$ cat config.mk
export PLATFORM = sky130hd
export DESIGN_NAME = pending_update_table_core
export DESIGN_NICKNAME = d
export VERILOG_FILES = /design/src/design/put_pkg.sv /design/src/design/pending_update_table_core.sv
export SDC_FILE = /design/constraint.sdc
export NUM_CORES = 2
export LEC_CHECK = 0
export BUFFER_PORTS_ARGS = -buffer_cell sky130_fd_sc_hd__buf_4
export CAP_MARGIN = 10
export CORE_UTILIZATION = 61
export CTS_CLUSTER_SIZE = 14
export DETAILED_ROUTE_END_ITERATION = 7
export GPL_TIMING_DRIVEN = 0
export HOLD_SLACK_MARGIN = 0.15
export PLACE_DENSITY = 0.8
export SLEW_MARGIN = 20
export SYNTH_ARGS = -nofsm -noshare
export SYNTH_HDL_FRONTEND = slang
export SYNTH_SLANG_ARGS = --single-unit
$ cat constraint.sdc
create_clock -name clk -period 19.5 [get_ports clk]
set_input_delay 0.975 -clock clk [delete_from_list [all_inputs] [get_ports clk]]
set_output_delay 0.975 -clock clk [all_outputs]
set_load 0.02 [all_outputs]
$ cat src/design/put_pkg.sv
// ----------------------------------------------------------------------------
// Pending update table package
// Table size, operation and status codes, and small count helpers.
// ----------------------------------------------------------------------------
`default_nettype none

package put_pkg;

	localparam int ENTRIES = 6;
	localparam int IDX_W   = (ENTRIES > 1) ? $clog2(ENTRIES) : 1;
	localparam int CNT_W   = 3;

	localparam logic [2:0] OP_INSERT   = 3'd0;
	localparam logic [2:0] OP_CANCEL   = 3'd1;
	localparam logic [2:0] OP_LOOKUP   = 3'd2;
	localparam logic [2:0] OP_COMPLETE = 3'd3;
	localparam logic [2:0] OP_TICK     = 3'd4;

	localparam logic [1:0] STATUS_OK        = 2'd0;
	localparam logic [1:0] STATUS_FULL      = 2'd1;
	localparam logic [1:0] STATUS_NOT_FOUND = 2'd2;
	localparam logic [1:0] STATUS_DUPLICATE = 2'd3;

	localparam logic [7:0] TYPE_NONE = 8'd0;

	typedef logic [IDX_W-1:0] idx_t;
	typedef logic [CNT_W-1:0] cnt_t;

	function automatic cnt_t sat_inc(cnt_t v);
		return (v == '1) ? v : cnt_t'(v + 1'b1);
	endfunction

	function automatic cnt_t sat_dec(cnt_t v);
		return (v == '0) ? v : cnt_t'(v - 1'b1);
	endfunction

endpackage

`default_nettype wire

$ cat src/design/pending_update_table_core.sv
// ----------------------------------------------------------------------------
// Pending update table core
// Six-entry table of pending updates keyed by device address, scanned one
// entry per cycle by a single address comparator under a small sequencer.
// ----------------------------------------------------------------------------
// An item is taken only when idle. The scan visits one entry per cycle, then the
// apply state applies the change and loads the result register; no new item is
// taken until the result is loaded or, after a tick, the last timeout is sent.
// A tick with timeouts then walks entries 0 to j, the last timed-out one, giving
// one result per timeout. A held result stalls the apply and emit states.
// Reset clears the sequencer, attempt counts and last acknowledged address.
`default_nettype none

module pending_update_table_core (
	input  wire logic        clk,
	input  wire logic        arst_n,
	input  wire logic        in_valid,
	output logic             in_ready,
	input  wire logic [2:0]  operation,
	input  wire logic [63:0] dev_addr,
	input  wire logic [7:0]  new_attempts,
	input  wire logic [7:0]  new_type,
	input  wire logic [63:0] new_version,
	input  wire logic [15:0] new_checkin,
	output logic             out_valid,
	input  wire logic        out_ready,
	output logic [1:0]       status,
	output logic             found,
	output logic [63:0]      addr_out,
	output logic [7:0]       type_out,
	output logic [63:0]      version_out,
	output logic [15:0]      checkin_out,
	output logic             timed_out,
	output logic [2:0]       pending_count,
	output logic [2:0]       noupdate_count,
	output logic             last
);
	import put_pkg::*;

	localparam logic [1:0] ST_IDLE  = 2'd0;
	localparam logic [1:0] ST_SCAN  = 2'd1;
	localparam logic [1:0] ST_APPLY = 2'd2;
	localparam logic [1:0] ST_EMIT  = 2'd3;

	logic [1:0]  state_q;
	logic [2:0]  op_q;
	logic [63:0] addr_q;
	logic [7:0]  att_in_q;
	logic [7:0]  type_in_q;
	logic [63:0] ver_in_q;
	logic [15:0] chk_in_q;

	logic [63:0] ent_addr_q [ENTRIES];
	logic [7:0]  ent_att_q  [ENTRIES];
	logic [7:0]  ent_type_q [ENTRIES];
	logic [63:0] ent_ver_q  [ENTRIES];
	logic [15:0] ent_chk_q  [ENTRIES];
	logic [63:0] last_ack_q;

	idx_t        idx_q;
	idx_t        hit_idx_q;
	idx_t        free_idx_q;
	logic        hit_q;
	logic        free_q;
	logic [7:0]  hit_type_q;
	logic [63:0] hit_ver_q;
	logic [15:0] hit_chk_q;
	logic [ENTRIES-1:0] tmo_q;
	cnt_t        pend_q;
	cnt_t        noup_q;

	logic        out_valid_q;
	logic [1:0]  status_q;
	logic        found_q;
	logic [63:0] addr_out_q;
	logic [7:0]  type_out_q;
	logic [63:0] version_out_q;
	logic [15:0] checkin_out_q;
	logic        timed_out_q;
	cnt_t        pending_count_q;
	cnt_t        noupdate_count_q;
	logic        last_q;

	logic [63:0] cur_addr;
	logic [7:0]  cur_att;
	logic [7:0]  cur_type;
	logic [63:0] cur_ver;
	logic [15:0] cur_chk;
	logic [63:0] cmp_b;
	logic        addr_eq;
	logic        cur_live;
	logic        cur_match;
	logic        post_live;
	logic        scan_last;
	logic        out_free;
	logic        in_xfer;
	logic        go_emit;
	logic        apply_go;
	logic        out_load;
	logic [ENTRIES-1:0] rem_tmo;
	idx_t        sel_idx;

	logic [1:0]  res_status;
	logic        res_found;
	logic [63:0] res_addr;
	logic [7:0]  res_type;
	logic [63:0] res_ver;
	logic [15:0] res_chk;
	cnt_t        res_pend;
	cnt_t        res_noup;
	logic        ins_we;
	logic        free_we;
	logic        ack_we;
	logic [63:0] ack_val;

	assign cur_addr = ent_addr_q[idx_q];
	assign cur_att  = ent_att_q[idx_q];
	assign cur_type = ent_type_q[idx_q];
	assign cur_ver  = ent_ver_q[idx_q];
	assign cur_chk  = ent_chk_q[idx_q];

	// The one comparator serves the table scan and the duplicate check.
	assign cmp_b     = (state_q == ST_SCAN) ? cur_addr : last_ack_q;
	assign addr_eq   = (addr_q == cmp_b);
	assign cur_live  = (cur_att != 8'd0);
	assign cur_match = cur_live && addr_eq;
	assign scan_last = (idx_q == idx_t'(ENTRIES - 1));
	assign out_free  = !out_valid_q || out_ready;
	assign in_ready  = (state_q == ST_IDLE);
	assign in_xfer   = in_valid && in_ready;
	assign go_emit   = (op_q == OP_TICK) && (tmo_q != '0);
	assign apply_go  = (state_q == ST_APPLY) && out_free && !go_emit;
	assign out_load  = apply_go || ((state_q == ST_EMIT) && tmo_q[idx_q] && out_free);
	assign rem_tmo   = tmo_q & ~({{(ENTRIES-1){1'b0}}, 1'b1} << idx_q);
	assign sel_idx   = hit_q ? hit_idx_q : free_idx_q;

	always_comb begin
		case (op_q)
			OP_CANCEL: post_live = cur_live && !addr_eq;
			OP_TICK:   post_live = (cur_att > 8'd1);
			default:   post_live = cur_live;
		endcase
	end

	always_comb begin
		res_status = STATUS_OK;
		res_found  = 1'b0;
		res_addr   = '0;
		res_type   = '0;
		res_ver    = '0;
		res_chk    = '0;
		res_pend   = pend_q;
		res_noup   = noup_q;
		ins_we     = 1'b0;
		free_we    = 1'b0;
		ack_we     = 1'b0;
		ack_val    = '0;
		unique case (op_q)
			OP_INSERT: begin
				if (hit_q || free_q) begin
					ins_we = 1'b1;
					if (hit_q) begin
						if (hit_type_q != TYPE_NONE) begin
							res_pend = sat_dec(res_pend);
						end else begin
							res_noup = sat_dec(res_noup);
						end
					end
					if (att_in_q != 8'd0) begin
						if (type_in_q != TYPE_NONE) begin
							res_pend = sat_inc(res_pend);
						end else begin
							res_noup = sat_inc(res_noup);
						end
					end
				end else begin
					res_status = STATUS_FULL;
				end
			end
			OP_LOOKUP: begin
				ack_we   = 1'b1;
				res_addr = addr_q;
				if (hit_q) begin
					res_found = 1'b1;
					res_type  = hit_type_q;
					res_ver   = hit_ver_q;
					res_chk   = hit_chk_q;
				end else begin
					res_status = STATUS_NOT_FOUND;
				end
			end
			OP_COMPLETE: begin
				if (addr_eq) begin
					res_status = STATUS_DUPLICATE;
				end else begin
					ack_we  = 1'b1;
					ack_val = addr_q;
					if (hit_q) begin
						free_we = 1'b1;
						if (hit_type_q != TYPE_NONE) begin
							res_pend = sat_dec(res_pend);
						end else begin
							res_noup = sat_dec(res_noup);
						end
					end else begin
						res_status = STATUS_NOT_FOUND;
					end
				end
			end
			default: begin
			end
		endcase
	end

	always_ff @(posedge clk or negedge arst_n) begin
		if (!arst_n) begin
			state_q     <= ST_IDLE;
			idx_q       <= '0;
			hit_q       <= 1'b0;
			free_q      <= 1'b0;
			tmo_q       <= '0;
			pend_q      <= '0;
			noup_q      <= '0;
			out_valid_q <= 1'b0;
			last_ack_q  <= '0;
			for (int i = 0; i < ENTRIES; i++) begin
				ent_att_q[i] <= '0;
			end
		end else begin
			if (out_load) begin
				out_valid_q <= 1'b1;
			end else if (out_ready) begin
				out_valid_q <= 1'b0;
			end
			unique case (state_q)
				ST_IDLE: begin
					if (in_valid) begin
						state_q <= ST_SCAN;
						idx_q   <= '0;
						hit_q   <= 1'b0;
						free_q  <= 1'b0;
						tmo_q   <= '0;
						pend_q  <= '0;
						noup_q  <= '0;
					end
				end
				ST_SCAN: begin
					if (cur_match && !hit_q) begin
						hit_q     <= 1'b1;
						hit_idx_q <= idx_q;
					end
					if (!cur_live && !free_q) begin
						free_q     <= 1'b1;
						free_idx_q <= idx_q;
					end
					if (post_live) begin
						if (cur_type != TYPE_NONE) begin
							pend_q <= sat_inc(pend_q);
						end else begin
							noup_q <= sat_inc(noup_q);
						end
					end
					if (op_q == OP_CANCEL && cur_match) begin
						ent_att_q[idx_q] <= '0;
					end
					if (op_q == OP_TICK) begin
						if (cur_att == 8'd1) begin
							ent_att_q[idx_q] <= '0;
							if (cur_type != TYPE_NONE) begin
								tmo_q[idx_q] <= 1'b1;
							end
						end else if (cur_att > 8'd1) begin
							ent_att_q[idx_q] <= cur_att - 8'd1;
						end
					end
					if (scan_last) begin
						state_q <= ST_APPLY;
						idx_q   <= '0;
					end else begin
						idx_q <= idx_q + 1'b1;
					end
				end
				ST_APPLY: begin
					if (go_emit) begin
						state_q <= ST_EMIT;
					end else if (out_free) begin
						state_q     <= ST_IDLE;
						pend_q      <= res_pend;
						noup_q      <= res_noup;
						if (ins_we) begin
							ent_att_q[sel_idx] <= att_in_q;
						end
						if (free_we) begin
							ent_att_q[hit_idx_q] <= '0;
						end
						if (ack_we) begin
							last_ack_q <= ack_val;
						end
					end
				end
				ST_EMIT: begin
					if (tmo_q[idx_q]) begin
						if (out_free) begin
							tmo_q[idx_q] <= 1'b0;
							idx_q        <= idx_q + 1'b1;
							if (rem_tmo == '0) begin
								state_q <= ST_IDLE;
							end
						end
					end else begin
						idx_q <= idx_q + 1'b1;
					end
				end
				default: begin
					state_q <= ST_IDLE;
				end
			endcase
		end
	end

	always_ff @(posedge clk) begin
		if (in_xfer) begin
			op_q      <= operation;
			addr_q    <= dev_addr;
			att_in_q  <= new_attempts;
			type_in_q <= new_type;
			ver_in_q  <= new_version;
			chk_in_q  <= new_checkin;
		end
		if (state_q == ST_SCAN) begin
			if (cur_match && !hit_q) begin
				hit_type_q <= cur_type;
				hit_ver_q  <= cur_ver;
				hit_chk_q  <= cur_chk;
			end
			if (op_q == OP_TICK && cur_att > 8'd1 && cur_chk != 16'd0) begin
				ent_chk_q[idx_q] <= cur_chk - 16'd1;
			end
		end
		if (apply_go) begin
			status_q         <= res_status;
			found_q          <= res_found;
			addr_out_q       <= res_addr;
			type_out_q       <= res_type;
			version_out_q    <= res_ver;
			checkin_out_q    <= res_chk;
			timed_out_q      <= 1'b0;
			pending_count_q  <= res_pend;
			noupdate_count_q <= res_noup;
			last_q           <= 1'b1;
			if (ins_we) begin
				ent_addr_q[sel_idx] <= addr_q;
				ent_type_q[sel_idx] <= type_in_q;
				ent_ver_q[sel_idx]  <= ver_in_q;
				ent_chk_q[sel_idx]  <= chk_in_q;
			end
		end
		if (state_q == ST_EMIT && tmo_q[idx_q] && out_free) begin
			status_q         <= STATUS_OK;
			found_q          <= 1'b0;
			addr_out_q       <= cur_addr;
			type_out_q       <= cur_type;
			version_out_q    <= cur_ver;
			checkin_out_q    <= cur_chk;
			timed_out_q      <= 1'b1;
			pending_count_q  <= pend_q;
			noupdate_count_q <= noup_q;
			last_q           <= (rem_tmo == '0);
		end
	end

	assign out_valid      = out_valid_q;
	assign status         = status_q;
	assign found          = found_q;
	assign addr_out       = addr_out_q;
	assign type_out       = type_out_q;
	assign version_out    = version_out_q;
	assign checkin_out    = checkin_out_q;
	assign timed_out      = timed_out_q;
	assign pending_count  = pending_count_q;
	assign noupdate_count = noupdate_count_q;
	assign last           = last_q;

	// The emit walk only runs while some timed-out entry is still unreported.
	a_emit_has_work: assert property (@(posedge clk) disable iff (!arst_n)
		(state_q == ST_EMIT) |-> (tmo_q != '0))
		else $error("emit walk without pending timeouts");

	// A timeout result always carries update data.
	a_timeout_type: assert property (@(posedge clk) disable iff (!arst_n)
		(out_valid && timed_out) |-> (type_out != TYPE_NONE && status == STATUS_OK))
		else $error("timeout result without update data");

	// Live entry counts never exceed the table size.
	a_count_bound: assert property (@(posedge clk) disable iff (!arst_n)
		out_valid |-> ({1'b0, pending_count} + {1'b0, noupdate_count} <= 4'(ENTRIES)))
		else $error("live entry counts exceed table size");

	// A lookup hit reports success and is the only result of its item.
	a_found_ok: assert property (@(posedge clk) disable iff (!arst_n)
		(out_valid && found) |-> (status == STATUS_OK && last && !timed_out))
		else $error("lookup hit with inconsistent result fields");

endmodule

`default_nettype wire

Yosys cells after proc, flatten, opt, wreduce, memory -nomap -nowiden:

Memories as Yosys holds them, arrays and structs flattened.
Cells that the tools add are included.

* magnitude comparators: 9
* reductions and logical operators: 57
* $add $sub $neg: 9
* shift operators: 1
* equal/unequal tests: 32
* muxes and demuxes: 136
* bitwise logic cells: 14

Operators with widths (count)
* $mux W64: 10
* $mux W48: 12
* $and A48 B48 Y48: 3
* $mux W3: 40
* $bwmux W48: 2
* $not A48 Y48: 2
* $pmux W48 S2: 1
* $mux W16: 5
* $demux W8 S3: 3
* $mux W8: 9
* $eq A64 B64 Y1: 1
* $reduce_bool A8 Y1: 5
* $mux W6: 6
* $pmux W3 S3: 3
* $bmux W8 S3: 1
* $mux W1: 24
* $ne A2 B2 Y1 const B: 11
* $reduce_and A7 Y1: 3
* $eq A3 B3 Y1 const B: 6
* $mux W2: 9
* $pmux W6 S3: 1
* $reduce_and A3 Y1: 6
* $logic_and A1 B1 Y1: 17
* $reduce_bool A16 Y1: 1
* 40 further kinds: 77

* RAM bits: 912
* input port bits: 167
* memories: 4
* word-level logic and storage cells: 298
* register bits: 552
* output and inout bits: 165

Memory list
* ent_addr_q: depth 6, width 64, rd ports 1, clocked after Yosys merged registers in 0, wr ports 1, line pending_update_table_core.sv:53 `logic [63:0] ent_addr_q [ENTRIES];`
* ent_ver_q: depth 6, width 64, rd ports 1, clocked after Yosys merged registers in 0, wr ports 1, line pending_update_table_core.sv:56 `logic [63:0] ent_ver_q [ENTRIES];`
* ent_chk_q: depth 6, width 16, rd ports 1, clocked after Yosys merged registers in 0, wr ports 1, line pending_update_table_core.sv:57 `logic [15:0] ent_chk_q [ENTRIES];`
* ent_type_q: depth 6, width 8, rd ports 1, clocked after Yosys merged registers in 0, wr ports 1, line pending_update_table_core.sv:55 `logic [7:0] ent_type_q [ENTRIES];`

Logic depth before layout (Yosys ltp):

* depth in word-level cells: 16
* mapped depth: 19
* gate-level depth less buffers: 15

Least setup slack after synthesis:

Ideal clock, no wire load.

* kind: input port to flip-flop
* from: input port out_ready
* to: register ent_att_q[17] in the netlist's numbering
* stages on the path: 5
* buffers on the path: 1
* data required time: 19.372 ns
* arrival time: 16.514 ns
* library setup time: 0.128 ns
* slack: 2.858 ns
* cell sequence: nor2b_1 > or3_1 > clkbuf_1 > nor4_1 > a221o_1

* longest elaborated chain between the ends: 3

RTL lines
* from (decl): line pending_update_table_core.sv:26 `input wire logic out_ready,`
* $logic_or A1 B1 Y1: line pending_update_table_core.sv:128 `assign out_free = !out_valid_q || out_ready;`
* $ne A2 B2 Y1 (no source line)
* $reduce_and A3 Y1 (no source line)
* to (signal, indexed assignment): line pending_update_table_core.sv:273 `ent_att_q[idx_q] <= cur_att - 8'd1;`
* to (signal, indexed assignment): line pending_update_table_core.sv:291 `ent_att_q[sel_idx] <= att_in_q;`
* to (decl): line pending_update_table_core.sv:54 `logic [7:0] ent_att_q [ENTRIES];`

Every way passes these cells.
A chain may end at the register's enable or synchronous reset.

Worst setup path in the final report:

* from: register idx_q[1]
* to: memory ent_chk_q[2][7], enable pin

* longest elaborated chain between the ends: 11
* elaborated cells between the ends (all ways): 14
* classes of those cells: 1 x order compare; 8 x mux; 1 x bitwise; 3 x reduce/logical; 1 x memory

RTL lines
* from (decl): line pending_update_table_core.sv:60 `idx_t idx_q;`
* from (signal assigned): line pending_update_table_core.sv:280 `idx_q <= idx_q + 1'b1;`
* from (signal assigned): line pending_update_table_core.sv:305 `idx_q <= idx_q + 1'b1;`
* from (signal assigned): line pending_update_table_core.sv:311 `idx_q <= idx_q + 1'b1;`
* $not A3 Y4 (implied by the code): line pending_update_table_core.sv:117 `assign cur_att = ent_att_q[idx_q];`
* $bmux W8 S3: line pending_update_table_core.sv:117
* $mux W8 (implied by the code) (2 in series): line pending_update_table_core.sv:117
* $gt A8 B1 Y1: line pending_update_table_core.sv:336 `if (op_q == OP_TICK && cur_att > 8'd1 && cur_chk != 16'd0) begin`
* $logic_and A1 B1 Y1 (2 in series): line pending_update_table_core.sv:336
* $mux W1: line pending_update_table_core.sv:336
* $mux W1: line pending_update_table_core.sv:330 `if (state_q == ST_SCAN) begin`
* $mux W1 (implied by the code): line pending_update_table_core.sv:337 `ent_chk_q[idx_q] <= cur_chk - 16'd1;`
* $mux W1 (no source line)
* to (decl): line pending_update_table_core.sv:57

Parallel ways exist; a longest one is shown, timed or not. The select of a mux whose other input is x is not followed.

==> results by group <==
Place
  – Cell Area, Placed: 64,900 µm²
  – Post-DP HPWL: 129,000 µm
  – Placed cells: 5,635
  – Gpl congestion: 0.994
  – Port Buffers: 331

Timing
  – Worst clock skew: 0.0316 ns
  – Final hold vios: 0
  – Final Critical Period: 7.69 ns
  – Max Freq: 130 MHz
  – Fin crit share: 0.394
  – Final Max Tran Viols: 0
  – RSZ-0062 raised after global routing: no
  – Worst-margin pin slew: 1.25 ns
  – Setup total negative slack: 0 ns
  – Final setup viols: 0
  – Worst rel slew slack: 0.162

Synth
  – Post-synth ARST share: 0.0902
  – Synth Instances: 3,934
  – Number of synthesized register bits: 1,464
  – Cell Area, Synth: 59,200 µm²
  – Synth warn: 0
  – Syn Area/Cell: 15.1 µm²
  – Post-Syn Nets: 4,123
  – Cell variety after synth: 91
  – EDFF count, synth: 1,328
  – Ys flop type: edfxtp_1
  – Fraction of the yosys area taken by sequential cells: 0.730

Routing
  – DRC violations left: 0
  – Number of detailed-route iterations in the first pass: 7
  – Violation count after the first detailed-route iteration: 6,130
  – Final wirelength: 187,000 µm
  – Final ANT Viol Nets: 0
  – DR vias/cell: 6.85
  – Vias: 40.4k
  – DR WL/cell: 31.8 µm

Global route
  – First-pass GRT wire length: 267,000 µm
  – Largest net degree at the start of global routing: 85
  – Vias in the first global route: 39.6k
  – Global Route Usage Sum: 0.381
  – Initial antenna violation count: 7
  – Gr ovfl total: 0

Clock network
  – CTS Buf Count: 145
  – CTS Sinks: 1,464
  – Hold bufs inserted after CTS: 1
  – Clock Tree Buf Depth: 3
  – CTS resizes: 0
  – CTS tree: done
  – Post-CTS Setup Inserts: 0
  – Worst-Skew Late Latency: 0.78 ns
  – Clk Tree Root Cell: clkbuf_16
  – Clock transition at the registers of the reported paths: 0.06 ns
  – H-tree depth: 4

Layout
  – Share of layout cells above drive strength 1: 0.195
  – Net count, final: 4,707
  – Post-Layout Inst Area: 69,300 µm²
  – Cell Count, Final, Fillers Out: 5,899
  – Number of fill cells: 5,987
  – Syn-to-layout area delta: 17.0%

Floorplanning
  – Die X-Extent: 314 µm
  – Core area: 95,600 µm²
  – Rows: 113
  – Initial Utilization: 0.620
  – Overall die height: 314 µm
  – Ports: 332
  – Die Footprint: 98,400 µm²

Power and ir drop
  – Maximum VDD drop: 91.6 µV
  – Leak pwr: 24.5 nW
  – PD cells: 87.7 nW/µm²
  – Post-layout total power: 6.08 mW

Hold path
  – Min-delay worst type: primary input to flop

Setup path
  – Crit path launch type: flop
  – CP arrival: 8.16 ns
  – Critical path class: flop to flop
  – CP max FO: 10
  – CP Capture Type: flop
  – WP data required: 19.97 ns

Job
  – Maxcap violations: 0

Run status
  – Outcome: completed
stage by stage:
step	worst slack (ns)	utilization	hold slack, ns
finish	11.81	0.725	0.379
global route	11.88	0.725	0.362
CTS	12.23	0.725	0.353
detailed placement	12.33	0.679	0.466
global placement	-10.71	0.662	0.455
floorplan	2.86	-	0.437
state kept, by name (all words and copies together) (netlist names), 8 cells and up, named ones only:
signal	cells
last_ack_q	64
ent_type_q	48
addr_out	64
ent_chk_q	96
att_in_q	8
hit_ver_q	64
chk_in_q	16
type_out	8
hit_type_q	8
type_in_q	8
addr_q	64
ent_ver_q	384
checkin_out	16
ent_att_q	47
ent_addr_q	384
hit_chk_q	16
ver_in_q	64
version_out	64
worst paths after layout:
kind	start	slack, ns	endpoint	depth (start not counted)
min in group asynchronous	arst_n	0.74	ent_att_q[43]	2
worst max register to register	idx_q[1]	11.81	ent_chk_q[2][7]	18
max in group asynchronous	arst_n	17.91	last_ack_q[8]	3
worst min register to register	ent_att_q[6]	0.48	ent_att_q[6]	1
worst min-delay path	new_checkin[11]	0.38	chk_in_q[11]	1
worst max-delay path	idx_q[1]	11.81	ent_chk_q[2][7]	18
placed cells by master (no fill, tap or decap), types with 48 or more instances in the layout:
| cell | instances |
|---|---|
| clkbuf_16 | 149 |
| a22oi_1 | 185 |
| clkbuf_1 | 176 |
| nand2_1 | 347 |
| nor2_1 | 177 |
| mux2_2 | 150 |
| buf_2 | 63 |
| o21ai_0 | 208 |
| edfxtp_1 | 1328 |
| nand3_1 | 62 |
| buf_4 | 363 |
| inv_1 | 71 |
| xor2_1 | 48 |
| a21oi_1 | 170 |
| a22o_1 | 108 |
| dfrtp_1 | 132 |
| mux2i_1 | 116 |
metal layers:
metal  GRT usage  up-vias  part of all wire  wire length [µm]
li1            -    16543                 -                 -
met1       0.487    19850              0.35             65600
met2       0.590     3308              0.46             86300
met3      0.0994      699              0.12             22400
met4       0.229        4             0.070             13100
met5           0        -           0.00012                22
cell type report:
type / instances / area [µm²] / share of cell area
Sequential cell: 1464 / 43300 / 0.624
Multi-Input combinational cell: 2168 / 14800 / 0.213
Inverter: 76 / 293 / 0.00422
Clock buffer: 193 / 3900 / 0.0563
Timing Repair Buffer: 437 / 3960 / 0.0571
Clock inverter: 67 / 547 / 0.00789
Tap cell: 1265 / 1580 / 0.0228
Buffer: 226 / 1020 / 0.0147
Antenna cell: 3 / 7.51 / 0.000108
power breakdown:
part | internal (mW) | leakage [nW] | switching (mW)
Clock | 1.48 | 2.16 | 1.19
Combinational | 0.0217 | 8.92 | 0.0151
Sequential | 3.38 | 13.4 | 0.00000000000000000658
worst max-delay path, stage by stage, from the launching register on:
cell	delay, ns
dfrtp_1	0.53
buf_2	0.38
nor2b_1	0.41
buf_2	0.45
buf_1	0.78
buf_2	0.54
buf_1	0.66
clkbuf_1	0.94
a22o_1	0.25
a221oi_1	0.19
ha_1	0.33
nand3_1	0.17
or2_2	0.22
nor2_1	0.08
and3_1	0.21
o31ai_1	0.27
nand2b_1	0.19
nor2_2	0.52
buf_6	0.24
cell usage after synthesis, types with 72 or more instances:
master | instances | area, µm²
mux2_2 | 150 | 1690
nand2_1 | 348 | 1310
a22oi_1 | 185 | 1390
o21ai_0 | 208 | 1040
inv_1 | 72 | 270
clkbuf_1 | 133 | 499
mux2i_1 | 116 | 1160
dfrtp_1 | 132 | 3300
edfxtp_1 | 1328 | 39900
a21oi_1 | 170 | 851
a22o_1 | 108 | 946
nor2_1 | 188 | 706
cell families after synthesis:
logic type | count (synthesis) | synth area share
AND/OR/NAND/NOR | 781 | 0.0591
multiplexers | 281 | 0.0534
buffers and inverters | 302 | 0.0220
adder cells (fa/ha/maj) | 22 | 0.00465
flip-flops | 1464 | 0.730
XOR/XNOR | 90 | 0.0133
AO/OA/AOI/OAI | 994 | 0.117
Note: power is estimated with default switching activity, not from simulation.
